===== src/sv/pbdt_pkg.sv =====
`timescale 1ns / 1ps

package pbdt_pkg;

  // Default sizing
  localparam int MAX_BYTES_DEF = 16;
  localparam int MAX_SCALE     = 31;

  // Fixed field widths
  localparam int BYTE_W  = 8;
  localparam int SCALE_W = 5;
  localparam int CNT_W   = 5;
  localparam int STAT_W  = 2;

  // Result status codes
  localparam logic [STAT_W-1:0] ST_OK        = 2'd0;
  localparam logic [STAT_W-1:0] ST_BAD_DIGIT = 2'd1;
  localparam logic [STAT_W-1:0] ST_BAD_SIGN  = 2'd2;
  localparam logic [STAT_W-1:0] ST_OVERFLOW  = 2'd3;

  // Sign nibbles
  localparam logic [3:0] SIGN_A = 4'hA;
  localparam logic [3:0] SIGN_B = 4'hB;
  localparam logic [3:0] SIGN_C = 4'hC;
  localparam logic [3:0] SIGN_D = 4'hD;
  localparam logic [3:0] SIGN_E = 4'hE;
  localparam logic [3:0] SIGN_F = 4'hF;

  localparam logic [3:0] DIGIT_MAX = 4'd9;

  // ASCII characters
  localparam logic [BYTE_W-1:0] CH_ZERO  = 8'h30;
  localparam logic [BYTE_W-1:0] CH_DOT   = 8'h2E;
  localparam logic [BYTE_W-1:0] CH_MINUS = 8'h2D;
  localparam logic [BYTE_W-1:0] CH_NONE  = 8'h00;

  // One complete number handed from the front to the back
  typedef struct packed {
    logic               bank;
    logic [CNT_W-1:0]   count;
    logic               ovf;
    logic [SCALE_W-1:0] scale;
  } desc_t;

endpackage


===== src/sv/pbdt_ram.sv =====
`timescale 1ns / 1ps

module pbdt_ram #(
  parameter int WIDTH = 8,
  parameter int DEPTH = 32
) (
  input  logic                     clk,
  input  logic                     we,
  input  logic [$clog2(DEPTH)-1:0] waddr,
  input  logic [WIDTH-1:0]         wdata,
  input  logic [$clog2(DEPTH)-1:0] raddr,
  output logic [WIDTH-1:0]         rdata
);

  logic [WIDTH-1:0] mem [DEPTH];

  // One write port, registered read port
  always_ff @(posedge clk) begin
    if (we) begin
      mem[waddr] <= wdata;
    end
    rdata <= mem[raddr];
  end

endmodule


===== src/sv/pbdt_front.sv =====
`timescale 1ns / 1ps

module pbdt_front #(
  parameter int MAX_BYTES = pbdt_pkg::MAX_BYTES_DEF
) (
  input  logic                          clk,
  input  logic                          rst,
  input  logic                          start,
  input  logic                          q_full,
  input  logic [pbdt_pkg::BYTE_W-1:0]   packed_byte,
  input  logic [pbdt_pkg::SCALE_W-1:0]  frac_digits,
  input  logic                          last_byte,
  output logic                          busy,
  output logic                          ram_we,
  output logic [((MAX_BYTES > 1) ? $clog2(MAX_BYTES) : 1):0] ram_waddr,
  output logic [pbdt_pkg::BYTE_W-1:0]   ram_wdata,
  output logic                          q_push,
  output pbdt_pkg::desc_t               q_desc
);

  import pbdt_pkg::*;

  localparam int IDX_W = (MAX_BYTES > 1) ? $clog2(MAX_BYTES) : 1;

  logic             bank;
  logic [CNT_W-1:0] count;
  logic             ovf;
  logic             accept;
  logic             room;

  assign busy   = q_full;
  assign accept = start && !busy;
  assign room   = (count < CNT_W'(MAX_BYTES));

  // Store the byte into the bank of the number being loaded
  assign ram_we    = accept && room;
  assign ram_waddr = {bank, count[IDX_W-1:0]};
  assign ram_wdata = packed_byte;

  // Last byte closes the number and hands it to the back
  assign q_push       = accept && last_byte;
  assign q_desc.bank  = bank;
  assign q_desc.count = room ? count + CNT_W'(1) : count;
  assign q_desc.ovf   = ovf || !room;
  assign q_desc.scale = (frac_digits > SCALE_W'(MAX_SCALE)) ? SCALE_W'(MAX_SCALE) : frac_digits;

  always_ff @(posedge clk) begin
    if (rst) begin
      bank  <= 1'b0;
      count <= '0;
      ovf   <= 1'b0;
    end else if (accept) begin
      if (last_byte) begin
        bank  <= !bank;
        count <= '0;
        ovf   <= 1'b0;
      end else if (room) begin
        count <= count + CNT_W'(1);
      end else begin
        ovf <= 1'b1;
      end
    end
  end

endmodule


===== src/sv/pbdt_queue.sv =====
`timescale 1ns / 1ps

module pbdt_queue (
  input  logic            clk,
  input  logic            rst,
  input  logic            push,
  input  pbdt_pkg::desc_t push_desc,
  input  logic            pop,
  output logic            full,
  output logic            not_empty,
  output pbdt_pkg::desc_t head
);

  import pbdt_pkg::*;

  desc_t       slots [2];
  logic        wr_ptr;
  logic        rd_ptr;
  logic [1:0]  fill;

  assign full      = (fill == 2'd2);
  assign not_empty = (fill != 2'd0);
  assign head      = slots[rd_ptr];

  // Two-entry request queue; the head stays until the back finishes it
  always_ff @(posedge clk) begin
    if (push) begin
      slots[wr_ptr] <= push_desc;
    end
  end

  always_ff @(posedge clk) begin
    if (rst) begin
      wr_ptr <= 1'b0;
      rd_ptr <= 1'b0;
      fill   <= 2'd0;
    end else begin
      if (push) begin
        wr_ptr <= !wr_ptr;
      end
      if (pop) begin
        rd_ptr <= !rd_ptr;
      end
      case ({push, pop})
        2'b10:   fill <= fill + 2'd1;
        2'b01:   fill <= fill - 2'd1;
        default: fill <= fill;
      endcase
    end
  end

endmodule


===== src/sv/pbdt_back.sv =====
`timescale 1ns / 1ps

module pbdt_back #(
  parameter int MAX_BYTES = pbdt_pkg::MAX_BYTES_DEF
) (
  input  logic                         clk,
  input  logic                         rst,
  input  logic                         q_not_empty,
  input  pbdt_pkg::desc_t              head,
  output logic                         pop,
  output logic [((MAX_BYTES > 1) ? $clog2(MAX_BYTES) : 1):0] ram_raddr,
  input  logic [pbdt_pkg::BYTE_W-1:0]  ram_rdata,
  output logic                         strobe,
  output logic [pbdt_pkg::BYTE_W-1:0]  text_char,
  output logic [pbdt_pkg::STAT_W-1:0]  status,
  output logic                         last_char
);

  import pbdt_pkg::*;

  localparam int IDX_W = (MAX_BYTES > 1) ? $clog2(MAX_BYTES) : 1;
  localparam int NIB_W = IDX_W + 1;
  localparam int WW    = (NIB_W > SCALE_W) ? NIB_W : SCALE_W;

  localparam logic [3:0] S_IDLE     = 4'd0;
  localparam logic [3:0] S_SCAN_RD  = 4'd1;
  localparam logic [3:0] S_SCAN_CHK = 4'd2;
  localparam logic [3:0] S_FIN      = 4'd3;
  localparam logic [3:0] S_PLAN     = 4'd4;
  localparam logic [3:0] S_ERR      = 4'd5;
  localparam logic [3:0] S_MINUS    = 4'd6;
  localparam logic [3:0] S_ZERO     = 4'd7;
  localparam logic [3:0] S_DOT      = 4'd8;
  localparam logic [3:0] S_PAD      = 4'd9;
  localparam logic [3:0] S_DIG_RD   = 4'd10;
  localparam logic [3:0] S_DIG_EMIT = 4'd11;

  logic [3:0]        state;
  logic [WW-1:0]     p;
  logic [WW-1:0]     lead;
  logic [WW-1:0]     lastnz;
  logic [WW-1:0]     tail;
  logic [WW-1:0]     scl;
  logic [WW-1:0]     dot_at;
  logic [WW-1:0]     pad;
  logic              found;
  logic              bad;
  logic              neg;
  logic              zpfx;
  logic              dot_pend;
  logic [3:0]        sign;
  logic [STAT_W-1:0] err;

  logic [WW-1:0] cnt_w;
  logic [WW-1:0] hi_i;
  logic [WW-1:0] lo_i;
  logic [3:0]    hi;
  logic [3:0]    lo;
  logic          lastb;
  logic [WW-1:0] ndig;
  logic [WW-1:0] tz;
  logic [WW-1:0] drop;
  logic [WW-1:0] nd;
  logic [3:0]    dnib;
  logic          sign_pos;
  logic          sign_neg;
  logic          dig_last;

  // Scan and digit decode helpers
  always_comb begin
    cnt_w    = WW'(head.count);
    hi       = ram_rdata[7:4];
    lo       = ram_rdata[3:0];
    hi_i     = WW'({p, 1'b0});
    lo_i     = hi_i + WW'(1);
    lastb    = (p == cnt_w - WW'(1));
    ndig     = WW'({cnt_w, 1'b0}) - WW'(1);
    tz       = ndig - WW'(1) - lastnz;
    drop     = (scl < tz) ? scl : tz;
    nd       = tail - lead;
    dnib     = p[0] ? ram_rdata[3:0] : ram_rdata[7:4];
    sign_pos = (sign == SIGN_A) || (sign == SIGN_C) || (sign == SIGN_E) || (sign == SIGN_F);
    sign_neg = (sign == SIGN_B) || (sign == SIGN_D);
    dig_last = (p == tail - WW'(1));
  end

  // Byte address during scan, nibble pair address during emission
  assign ram_raddr = (state == S_SCAN_RD) ? {head.bank, p[IDX_W-1:0]}
                                          : {head.bank, p[IDX_W:1]};

  // Request is done on its final result
  assign pop = (state == S_ERR) || ((state == S_DIG_EMIT) && dig_last);

  // Output register
  always_ff @(posedge clk) begin
    if (rst) begin
      strobe <= 1'b0;
    end else begin
      strobe <= (state == S_ERR) || (state == S_MINUS) || (state == S_ZERO) ||
                (state == S_DOT) || (state == S_PAD) || (state == S_DIG_EMIT);
    end
  end

  always_ff @(posedge clk) begin
    case (state)
      S_ERR: begin
        text_char <= CH_NONE;
        status    <= err;
        last_char <= 1'b1;
      end
      S_MINUS: begin
        text_char <= CH_MINUS;
        status    <= ST_OK;
        last_char <= 1'b0;
      end
      S_DOT: begin
        text_char <= CH_DOT;
        status    <= ST_OK;
        last_char <= 1'b0;
      end
      S_ZERO: begin
        text_char <= CH_ZERO;
        status    <= ST_OK;
        last_char <= 1'b0;
      end
      S_PAD: begin
        text_char <= CH_ZERO;
        status    <= ST_OK;
        last_char <= 1'b0;
      end
      S_DIG_EMIT: begin
        text_char <= CH_ZERO + BYTE_W'(dnib);
        status    <= ST_OK;
        last_char <= dig_last;
      end
      default: begin
        text_char <= CH_NONE;
        status    <= ST_OK;
        last_char <= 1'b0;
      end
    endcase
  end

  // Sequencer
  always_ff @(posedge clk) begin
    if (rst) begin
      state <= S_IDLE;
    end else begin
      case (state)
        S_IDLE: begin
          p     <= '0;
          found <= 1'b0;
          bad   <= 1'b0;
          scl   <= WW'(head.scale);
          if (q_not_empty) begin
            if (head.ovf) begin
              err   <= ST_OVERFLOW;
              state <= S_ERR;
            end else if (head.count == '0) begin
              err   <= ST_BAD_DIGIT;
              state <= S_ERR;
            end else begin
              state <= S_SCAN_RD;
            end
          end
        end
        S_SCAN_RD: state <= S_SCAN_CHK;
        S_SCAN_CHK: begin
          if ((hi > DIGIT_MAX) || (!lastb && (lo > DIGIT_MAX))) begin
            bad <= 1'b1;
          end
          if (!found) begin
            if (hi != 4'd0) begin
              lead  <= hi_i;
              found <= 1'b1;
            end else if (!lastb && (lo != 4'd0)) begin
              lead  <= lo_i;
              found <= 1'b1;
            end
          end
          if (!lastb && (lo != 4'd0)) begin
            lastnz <= lo_i;
          end else if (hi != 4'd0) begin
            lastnz <= hi_i;
          end
          if (lastb) begin
            sign  <= lo;
            state <= S_FIN;
          end else begin
            p     <= p + WW'(1);
            state <= S_SCAN_RD;
          end
        end
        S_FIN: begin
          if (!(sign_pos || sign_neg)) begin
            err   <= ST_BAD_SIGN;
            state <= S_ERR;
          end else if (bad) begin
            err   <= ST_BAD_DIGIT;
            state <= S_ERR;
          end else if (!found) begin
            // all-zero value prints as a single positive zero
            lead  <= '0;
            tail  <= WW'(1);
            scl   <= '0;
            neg   <= 1'b0;
            state <= S_PLAN;
          end else begin
            tail  <= ndig - drop;
            scl   <= scl - drop;
            neg   <= sign_neg;
            state <= S_PLAN;
          end
        end
        S_PLAN: begin
          p        <= lead;
          zpfx     <= (scl != '0) && (nd <= scl);
          dot_pend <= (scl != '0) && (nd > scl);
          dot_at   <= tail - scl;
          pad      <= scl - nd;
          if (neg) begin
            state <= S_MINUS;
          end else if ((scl != '0) && (nd <= scl)) begin
            state <= S_ZERO;
          end else begin
            state <= S_DIG_RD;
          end
        end
        S_MINUS: state <= zpfx ? S_ZERO : S_DIG_RD;
        S_ZERO:  state <= S_DOT;
        S_DOT: begin
          dot_pend <= 1'b0;
          state    <= (zpfx && (pad != '0)) ? S_PAD : S_DIG_RD;
        end
        S_PAD: begin
          pad <= pad - WW'(1);
          if (pad == WW'(1)) begin
            state <= S_DIG_RD;
          end
        end
        S_DIG_RD: state <= S_DIG_EMIT;
        S_DIG_EMIT: begin
          p <= p + WW'(1);
          if (dig_last) begin
            state <= S_IDLE;
          end else if (dot_pend && ((p + WW'(1)) == dot_at)) begin
            state <= S_DOT;
          end else begin
            state <= S_DIG_RD;
          end
        end
        S_ERR:   state <= S_IDLE;
        default: state <= S_IDLE;
      endcase
    end
  end

endmodule


===== src/sv/packed_bcd_to_decimal_text.sv =====
`timescale 1ns / 1ps

// Packed-decimal to ASCII text. Bytes of a number are taken one per cycle
// (start high, busy low), high nibble first, the last one carrying the sign
// nibble. The front stores bytes into one of two RAM banks and, on the last
// byte, queues the number; the back picks the number up, then scans the
// stored bytes (one RAM read per byte), trims it in the S_FIN and S_PLAN
// states, and emits the text one sign, point or padding character or digit
// at a time (one RAM read per digit).
// A bad number gives a single result with a nonzero status. Results appear on
// text_char/status/last_char for exactly one cycle, marked by strobe; there
// is no way to hold them off. The two-entry queue lets the next number load
// while the previous one is still being emitted; busy is high while the queue
// holds two finished numbers, the one being emitted included.
module packed_bcd_to_decimal_text #(
  parameter int MAX_BYTES = pbdt_pkg::MAX_BYTES_DEF
) (
  input  logic                          clk,
  input  logic                          rst,
  input  logic                          start,
  output logic                          busy,
  input  logic [pbdt_pkg::BYTE_W-1:0]   packed_byte,
  input  logic [pbdt_pkg::SCALE_W-1:0]  frac_digits,
  input  logic                          last_byte,
  output logic                          strobe,
  output logic [pbdt_pkg::BYTE_W-1:0]   text_char,
  output logic [pbdt_pkg::STAT_W-1:0]   status,
  output logic                          last_char
);

  import pbdt_pkg::*;

  localparam int IDX_W = (MAX_BYTES > 1) ? $clog2(MAX_BYTES) : 1;
  localparam int AW    = IDX_W + 1;

  logic              ram_we;
  logic [AW-1:0]     ram_waddr;
  logic [BYTE_W-1:0] ram_wdata;
  logic [AW-1:0]     ram_raddr;
  logic [BYTE_W-1:0] ram_rdata;
  logic              q_push;
  logic              q_pop;
  logic              q_full;
  logic              q_not_empty;
  desc_t             q_in;
  desc_t             q_head;

  pbdt_ram #(
    .WIDTH (BYTE_W),
    .DEPTH (1 << AW)
  ) u_ram (
    .clk   (clk),
    .we    (ram_we),
    .waddr (ram_waddr),
    .wdata (ram_wdata),
    .raddr (ram_raddr),
    .rdata (ram_rdata)
  );

  pbdt_front #(
    .MAX_BYTES (MAX_BYTES)
  ) u_front (
    .clk         (clk),
    .rst         (rst),
    .start       (start),
    .q_full      (q_full),
    .packed_byte (packed_byte),
    .frac_digits (frac_digits),
    .last_byte   (last_byte),
    .busy        (busy),
    .ram_we      (ram_we),
    .ram_waddr   (ram_waddr),
    .ram_wdata   (ram_wdata),
    .q_push      (q_push),
    .q_desc      (q_in)
  );

  pbdt_queue u_queue (
    .clk       (clk),
    .rst       (rst),
    .push      (q_push),
    .push_desc (q_in),
    .pop       (q_pop),
    .full      (q_full),
    .not_empty (q_not_empty),
    .head      (q_head)
  );

  pbdt_back #(
    .MAX_BYTES (MAX_BYTES)
  ) u_back (
    .clk         (clk),
    .rst         (rst),
    .q_not_empty (q_not_empty),
    .head        (q_head),
    .pop         (q_pop),
    .ram_raddr   (ram_raddr),
    .ram_rdata   (ram_rdata),
    .strobe      (strobe),
    .text_char   (text_char),
    .status      (status),
    .last_char   (last_char)
  );

endmodule


===== config.mk =====
export PLATFORM = sky130hd
export DESIGN_NAME = packed_bcd_to_decimal_text
export DESIGN_NICKNAME = d
export VERILOG_FILES = /design/src/sv/pbdt_pkg.sv /design/src/sv/pbdt_ram.sv /design/src/sv/pbdt_front.sv /design/src/sv/pbdt_queue.sv /design/src/sv/pbdt_back.sv /design/src/sv/packed_bcd_to_decimal_text.sv
export SDC_FILE = /design/constraint.sdc
export NUM_CORES = 1
export LEC_CHECK = 0
export BUFFER_PORTS_ARGS = -buffer_cell sky130_fd_sc_hd__clkbuf_2
export CAP_MARGIN = 20
export CORE_ASPECT_RATIO = 1.25
export CORE_UTILIZATION = 50
export CTS_CLUSTER_SIZE = 40
export DETAILED_ROUTE_END_ITERATION = 8
export GPL_TIMING_DRIVEN = 0
export PLACE_DENSITY = 0.71
export SYNTH_ARGS = -nofsm -noshare
export SYNTH_HDL_FRONTEND = slang
export SYNTH_SLANG_ARGS = --single-unit

===== constraint.sdc =====
create_clock -name clk -period 7.9 [get_ports clk]
set_input_delay 2.37 -clock clk [delete_from_list [all_inputs] [get_ports clk]]
set_output_delay 2.37 -clock clk [all_outputs]
set_load 0.02 [all_outputs]

# After elaboration in Yosys (flattened, before gate mapping)
# Memory sizes are Yosys's and may differ from the RTL's. A register that Yosys moved wholly into a read port is not among the register bits.
# Cells that the tools add are included.
dict set report classes {
  addsub 17
  order_cmp 7
  n_eq_ne 36
  muxes 60
  bitwise 2
  n_reduce_logical 60
}
# operator n
set ops {}
lappend ops {{5-bit 2-to-1 mux} 16}
lappend ops {{4-bit case mux with 11 select lines} 1}
lappend ops {{4-bit == test, second input constant} 10}
lappend ops {{4-bit 2-to-1 mux} 10}
lappend ops {{8-bit case mux with 4 select lines} 1}
lappend ops {{5-bit case mux with 2 select lines} 3}
lappend ops {{5-bit subtractor} 6}
lappend ops {{5-bit by 1-bit subtractor with 5-bit output, second input constant} 5}
lappend ops {{5-bit case mux with 4 select lines} 1}
lappend ops {{4-bit by 3-bit == test with 1-bit output, second input constant} 4}
lappend ops {{2-bit 2-to-1 mux} 8}
lappend ops {{2-bit nonzero test} 8}
lappend ops {{5-bit by 1-bit adder with 5-bit output, second input constant} 3}
lappend ops {{5-bit == test} 3}
lappend ops {{2-bit != test, second input constant} 7}
lappend ops {{2-bit AND reduction} 7}
lappend ops {{1-bit logical OR} 13}
lappend ops {{1-bit 2-to-1 mux} 13}
lappend ops {{3-bit AND reduction} 4}
lappend ops {{4-bit nonzero test} 3}
lappend ops {{1-bit logical AND} 10}
lappend ops {{5-bit nonzero test} 2}
lappend ops {{4-bit by 2-bit == test with 1-bit output, second input constant} 2}
lappend ops {{4-bit greater-than comparator, second input constant} 2}
lappend ops {{26 further kinds} 40}
dict set report word_totals {
  regBits 73
  ramBits 280
  in_bits 17
  out_inout_bits 13
  memories 2
}
# name depth word_bits rd rd_clocked_by_memory_dff wr line
set mem_list {}
lappend mem_list {u_ram.mem 32 8 1 1 1 pbdt_ram.sv:15} ;# logic [WIDTH-1:0] mem [DEPTH];
lappend mem_list {u_queue.slots 2 12 1 1 1 pbdt_queue.sv:16} ;# desc_t slots [2];

# Logic depth before layout (Yosys ltp)
dict set report depth {
  ltp_word 10
  mapped_depth 26
}

# By module
# From an unflattened synthesis, not the netlist that was laid out.
dict set report hier_totals {
  hier_cells 1001
  hier_area_um2 16042.9
}
# mod instances cells_each area_each_um2 seq_area_each_um2
set modules_own_cells {}
lappend modules_own_cells {pbdt_ram 1 417 10053.4 7847.5}
lappend modules_own_cells {pbdt_back 1 463 4414.2 1661.6}
lappend modules_own_cells {pbdt_queue 1 59 1068.5 820.8}
lappend modules_own_cells {pbdt_front 1 62 506.7 140.1}

# Worst setup path after synthesis
# OpenSTA, ideal clock, no wires.
dict set report synth_path {
  kind {register -> register}
  start {register with a tool-made name}
  end {register u_back.scl[4], data pin}
  arrival_ns 4.785
  t_required_ns 7.633
  setup_slack_ns 2.848
  stages_incl_launch_ff 25
  path_buffers 2
  cell_sequence {dfxtp_1 > buf_2 > mux2i_1 > ha_1 > inv_1 > ha_1 > a21o_1 > a21oi_1 > xnor2_1 > xor2_1 > ha_1 > a41o_1 > a311oi_1 > and3_1 > buf_2 > nand2_1 > o21ai_0 > ha_1 > inv_1 > ha_1 > o31a_1 > o21ai_0 > a22oi_1 > xnor2_1 > o22ai_1}
}
# item line
set synth_lines {}
lappend synth_lines {{end signal, assigned} pbdt_back.sv:154} ;# scl <= WW'(head.scale);
lappend synth_lines {{end signal, assigned} pbdt_back.sv:210} ;# scl <= scl - drop;
lappend synth_lines {{end, declared} pbdt_back.sv:43} ;# logic [WW-1:0] scl;

==> impl_metrics.csv <==
group,metric,value,unit
synthesis,main_combinational_cell_family_by_area_after_synthesis,"multiplexers",
sta,slew_headroom,0.357,
synthesis,syn_area_per_cell,14.5,um2
clock_network,clock-root-buffer,"sky130_fd_sc_hd__clkbuf_16",
global_route,grt_start_max_net_pins,33,
min_path,min_path_type,"reg -> reg",
place,preCtsSetupSlack,2.06,ns
synthesis,yosys.cell_types.count,60,
sta,slew_viol_final,0,
cells_and_area,utilization,0.565,
place,place.gp.congestion,0.934,
sta,timing.fmax,0.169,GHz
cells_and_area,stdcell_count,1583,
floorplanning,placement_rows,72,
setup_path,timing.setup.critical_path_class,"reg -> reg",
synthesis,yosysSeqAreaShare,0.662,
synthesis,async_flop_share,0,
synthesis,post_synth_fa_ha_maj_area_fraction,0.0318,
detailed_routing,viasPerCell,5.74,
floorplanning,initial_utilization,0.509,
sta,final_hold_viol_count,0,
synthesis,synth_cells,1088,
sta,finalClockSkew,0.0221,ns
floorplanning,die_x,161,um
floorplanning,core,31100,um2
power,worst_ir_drop_vdd,0.000233,V
setup_path,highest_fanout_seen_on_the_critical_path,9,
sta,fin_tns_setup,0,ns
global_route,globalRouteTotalUtil,0.219,
place,numPlacedInstances,1519,
status,status,"complete, no violations",
synthesis,synthMuxAreaShare,0.108,
setup_path,worst_ep_arrival_time,6.17,ns
cells_and_area,filler_cell_count,2456,
clock_network,cts.repair_timing.setup_buffer_count,0,
cells_and_area,drive_above_1_share,0.137,
synthesis,synth_simple_gate_area_share,0.0899,
floorplanning,die_height,201,um
clock_network,clkLatencyLatePin,0.52,ns
synthesis,synth_seq_cells,360,
detailed_routing,drt_pass1_iterations,5,
power,fin_total_pwr,5.57,mW
cells_and_area,fin_nets,1203,
synthesis,netlist_area_pre_place,15800,um2
clock_network,ctsHoldBuffers,0,
sta,final.min_clock_period,5.91,ns
synthesis,synthesized_area_fraction_occupied_by_ao_oa_aoi_and_oai_cells,0.0500,
sta,tightest_slew,0.962,ns
setup_path,worst_setup_path_end_kind,"register",
setup_path,startpoint_type,"register",
clock_network,ctsLongestPathBuffers,3,
clock_network,clock_tree_from_tritoncts,"done",
floorplanning,fp.dieArea,32400,um2
detailed_routing,antenna_violating_nets_post_route,0,
synthesis,synth_xor_area_frac,0.0316,
run,max_cap_violations,0,
place,numPortBuffers,21,
power,p_leak,5.99,nW
synthesis,ys_warn_count,0,
global_route,grt_pass1_wl,53000,um
clock_network,cts-buffers-inserted,35,
sta,post-route-worst-setup-slack,1.99,ns
clock_network,cts_max_level,2,
power,power_density,317,nW/um2
cells_and_area,most-common-layout-cells,"sky130_fd_sc_hd__edfxtp_1, sky130_fd_sc_hd__nand2_1, sky130_fd_sc_hd__nor2_1, sky130_fd_sc_hd__mux4_2, sky130_fd_sc_hd__clkbuf_1",
sta,rsz_0062_raised_after_global_routing,"no",
sta,final-setup-viol-count,0,
detailed_routing,wirelength,34200,um
global_route,grt_pass1_vias,9191,
synthesis,synth-edff-count,326,
sta,final.period_utilization,0.749,
floorplanning,io_pins,30,
detailed_routing,first_iter_violations,644,
global_route,grt_overflow,0,
cells_and_area,synthToLayoutAreaGrowth,11.0,%
cells_and_area,layout_commonest_cell,"sky130_fd_sc_hd__edfxtp_1",
detailed_routing,routed_wire_length_per_instance,21.6,um
place,detailed_place_hpwl,23400,um
synthesis,yosys_most_used_dff,"sky130_fd_sc_hd__edfxtp_1",
clock_network,clk_pin_slew_worst_paths,0.06,ns
setup_path,critPathRequiredTime,8.16,ns
global_route,antenna_found_initial,2,
detailed_routing,routed-via-count,9084,
clock_network,resized_gates_after_cts,0,
clock_network,numClockSinks,360,
detailed_routing,route.detailed.drc,0,
==> routing by layer <==
layer	wire (um)	vias up	global-route usage
li1	-	4194	-
met1	13000	4521	0.265
met2	18200	298	0.391
met3	1770	71	0.0318
met4	1200	0	0.0893
met5	0	-	0
==> cell type report <==
| class | count | area [um2] | share of cell area |
|---|---|---|---|
| multi-input combinational | 636 | 4930 | 0.281 |
| inverter | 39 | 146 | 0.00834 |
| clock buffer | 51 | 1020 | 0.0581 |
| clock inverter | 11 | 80.1 | 0.00456 |
| timing repair buffer | 23 | 118 | 0.00670 |
| antenna | 2 | 5.00 | 0.000285 |
| tap | 407 | 509 | 0.0290 |
| sequential | 360 | 10500 | 0.596 |
| buffer | 54 | 282 | 0.0160 |
==> cells in the mapped netlist (11+ instances only) <==
cell type                  instances  area [um2]
sky130_fd_sc_hd__a21oi_1          33         165
sky130_fd_sc_hd__edfxtp_1        326        9790
sky130_fd_sc_hd__xnor2_1          38         333
sky130_fd_sc_hd__o211ai_1         11        82.6
sky130_fd_sc_hd__o21ai_0          31         155
sky130_fd_sc_hd__dfxtp_1          34         681
sky130_fd_sc_hd__mux4_2           64        1440
sky130_fd_sc_hd__nor2_1           91         342
sky130_fd_sc_hd__mux2i_1          24         240
sky130_fd_sc_hd__inv_1            39         146
sky130_fd_sc_hd__ha_1             33         413
sky130_fd_sc_hd__clkbuf_1         31         116
sky130_fd_sc_hd__xor2_1           19         166
sky130_fd_sc_hd__nand3_1          29         145
sky130_fd_sc_hd__nand2_1         127         477
sky130_fd_sc_hd__nor3_1           14        70.1
sky130_fd_sc_hd__o21ai_1          15        75.1
==> critical path, cell delays in order (launching register included) <==
cell                       delay (ns)
sky130_fd_sc_hd__dfxtp_1         0.30
sky130_fd_sc_hd__buf_2           0.16
sky130_fd_sc_hd__mux2i_1         0.76
sky130_fd_sc_hd__ha_1            0.42
sky130_fd_sc_hd__inv_1           0.15
sky130_fd_sc_hd__ha_1            0.29
sky130_fd_sc_hd__a21o_1          0.19
sky130_fd_sc_hd__a21oi_1         0.16
sky130_fd_sc_hd__xnor2_1         0.19
sky130_fd_sc_hd__xor2_1          0.28
sky130_fd_sc_hd__ha_1            0.33
sky130_fd_sc_hd__a41o_1          0.20
sky130_fd_sc_hd__a311oi_1        0.27
sky130_fd_sc_hd__and3_1          0.19
sky130_fd_sc_hd__buf_2           0.19
sky130_fd_sc_hd__nand2_1         0.07
sky130_fd_sc_hd__o21ai_0         0.15
sky130_fd_sc_hd__ha_1            0.26
sky130_fd_sc_hd__inv_1           0.08
sky130_fd_sc_hd__ha_1            0.24
sky130_fd_sc_hd__o31a_1          0.30
sky130_fd_sc_hd__o21ai_0         0.07
sky130_fd_sc_hd__a22oi_1         0.13
sky130_fd_sc_hd__xnor2_1         0.18
sky130_fd_sc_hd__o22ai_1         0.08
==> worst paths after layout <==
path | start | to | depth (start not counted) | slack [ns]
setup / recovery | register | u_back.scl[4]$_DFFE_PP_ | 24 | 1.99
hold / removal | u_back.p[2]$_DFFE_PP_ | u_back.lastnz[3]$_DFFE_PP_ | 0 | 0.45
setup reg to reg | register | u_back.scl[4]$_DFFE_PP_ | 24 | 1.99
hold reg to reg | u_back.p[2]$_DFFE_PP_ | u_back.lastnz[3]$_DFFE_PP_ | 0 | 0.45
==> flip-flops by register name, summed over array words and instances, names as in the netlist, 2 cells and up, named ones only <==
signal and cells:
u_ram.mem 256, u_queue.slots 24, u_ram.rdata 8, u_back.text_char 6, u_back.dot_at 5, u_back.lastnz 5
u_back.lead 5, u_back.p 5, u_back.pad 5, u_back.scl 5, u_back.tail 5, u_front.count 5
u_back.sign 4, u_back.state 4, u_back.err 2, u_back.status 2, u_queue.fill 2
==> report_power, final <==
| group | switching (mW) | leakage [nW] | internal [mW] |
|---|---|---|---|
| registers | 0.0683 | 3.23 | 2.19 |
| clock network | 0.679 | 0.537 | 0.931 |
| logic | 0.984 | 2.22 | 0.717 |
| total | 1.73 | 5.99 | 3.84 |
==> metrics by stage <==
| stage | instance area [um2] | hold WS, ns |
|---|---|---|
| 2_1_floorplan | 15800 | 0.424 |
| 5_1_grt | 17600 | 0.481 |
| 6_report | 17600 | 0.454 |
| 4_1_cts | 17600 | 0.453 |
| 3_5_place_dp | 16500 | 0.441 |
| 3_3_place_gp | 16400 | 0.451 |
==> kinds of logic after synthesis <==
logic type               Yosys count
buffers and inverters             93
flip-flops                       360
AND/OR/NAND/NOR                  318
AO/OA/AOI/OAI                    131
XOR/XNOR                          57
multiplexers                      90
other                              1
adder cells (fa/ha/maj)           38
Power figures use the tool's default switching activity.
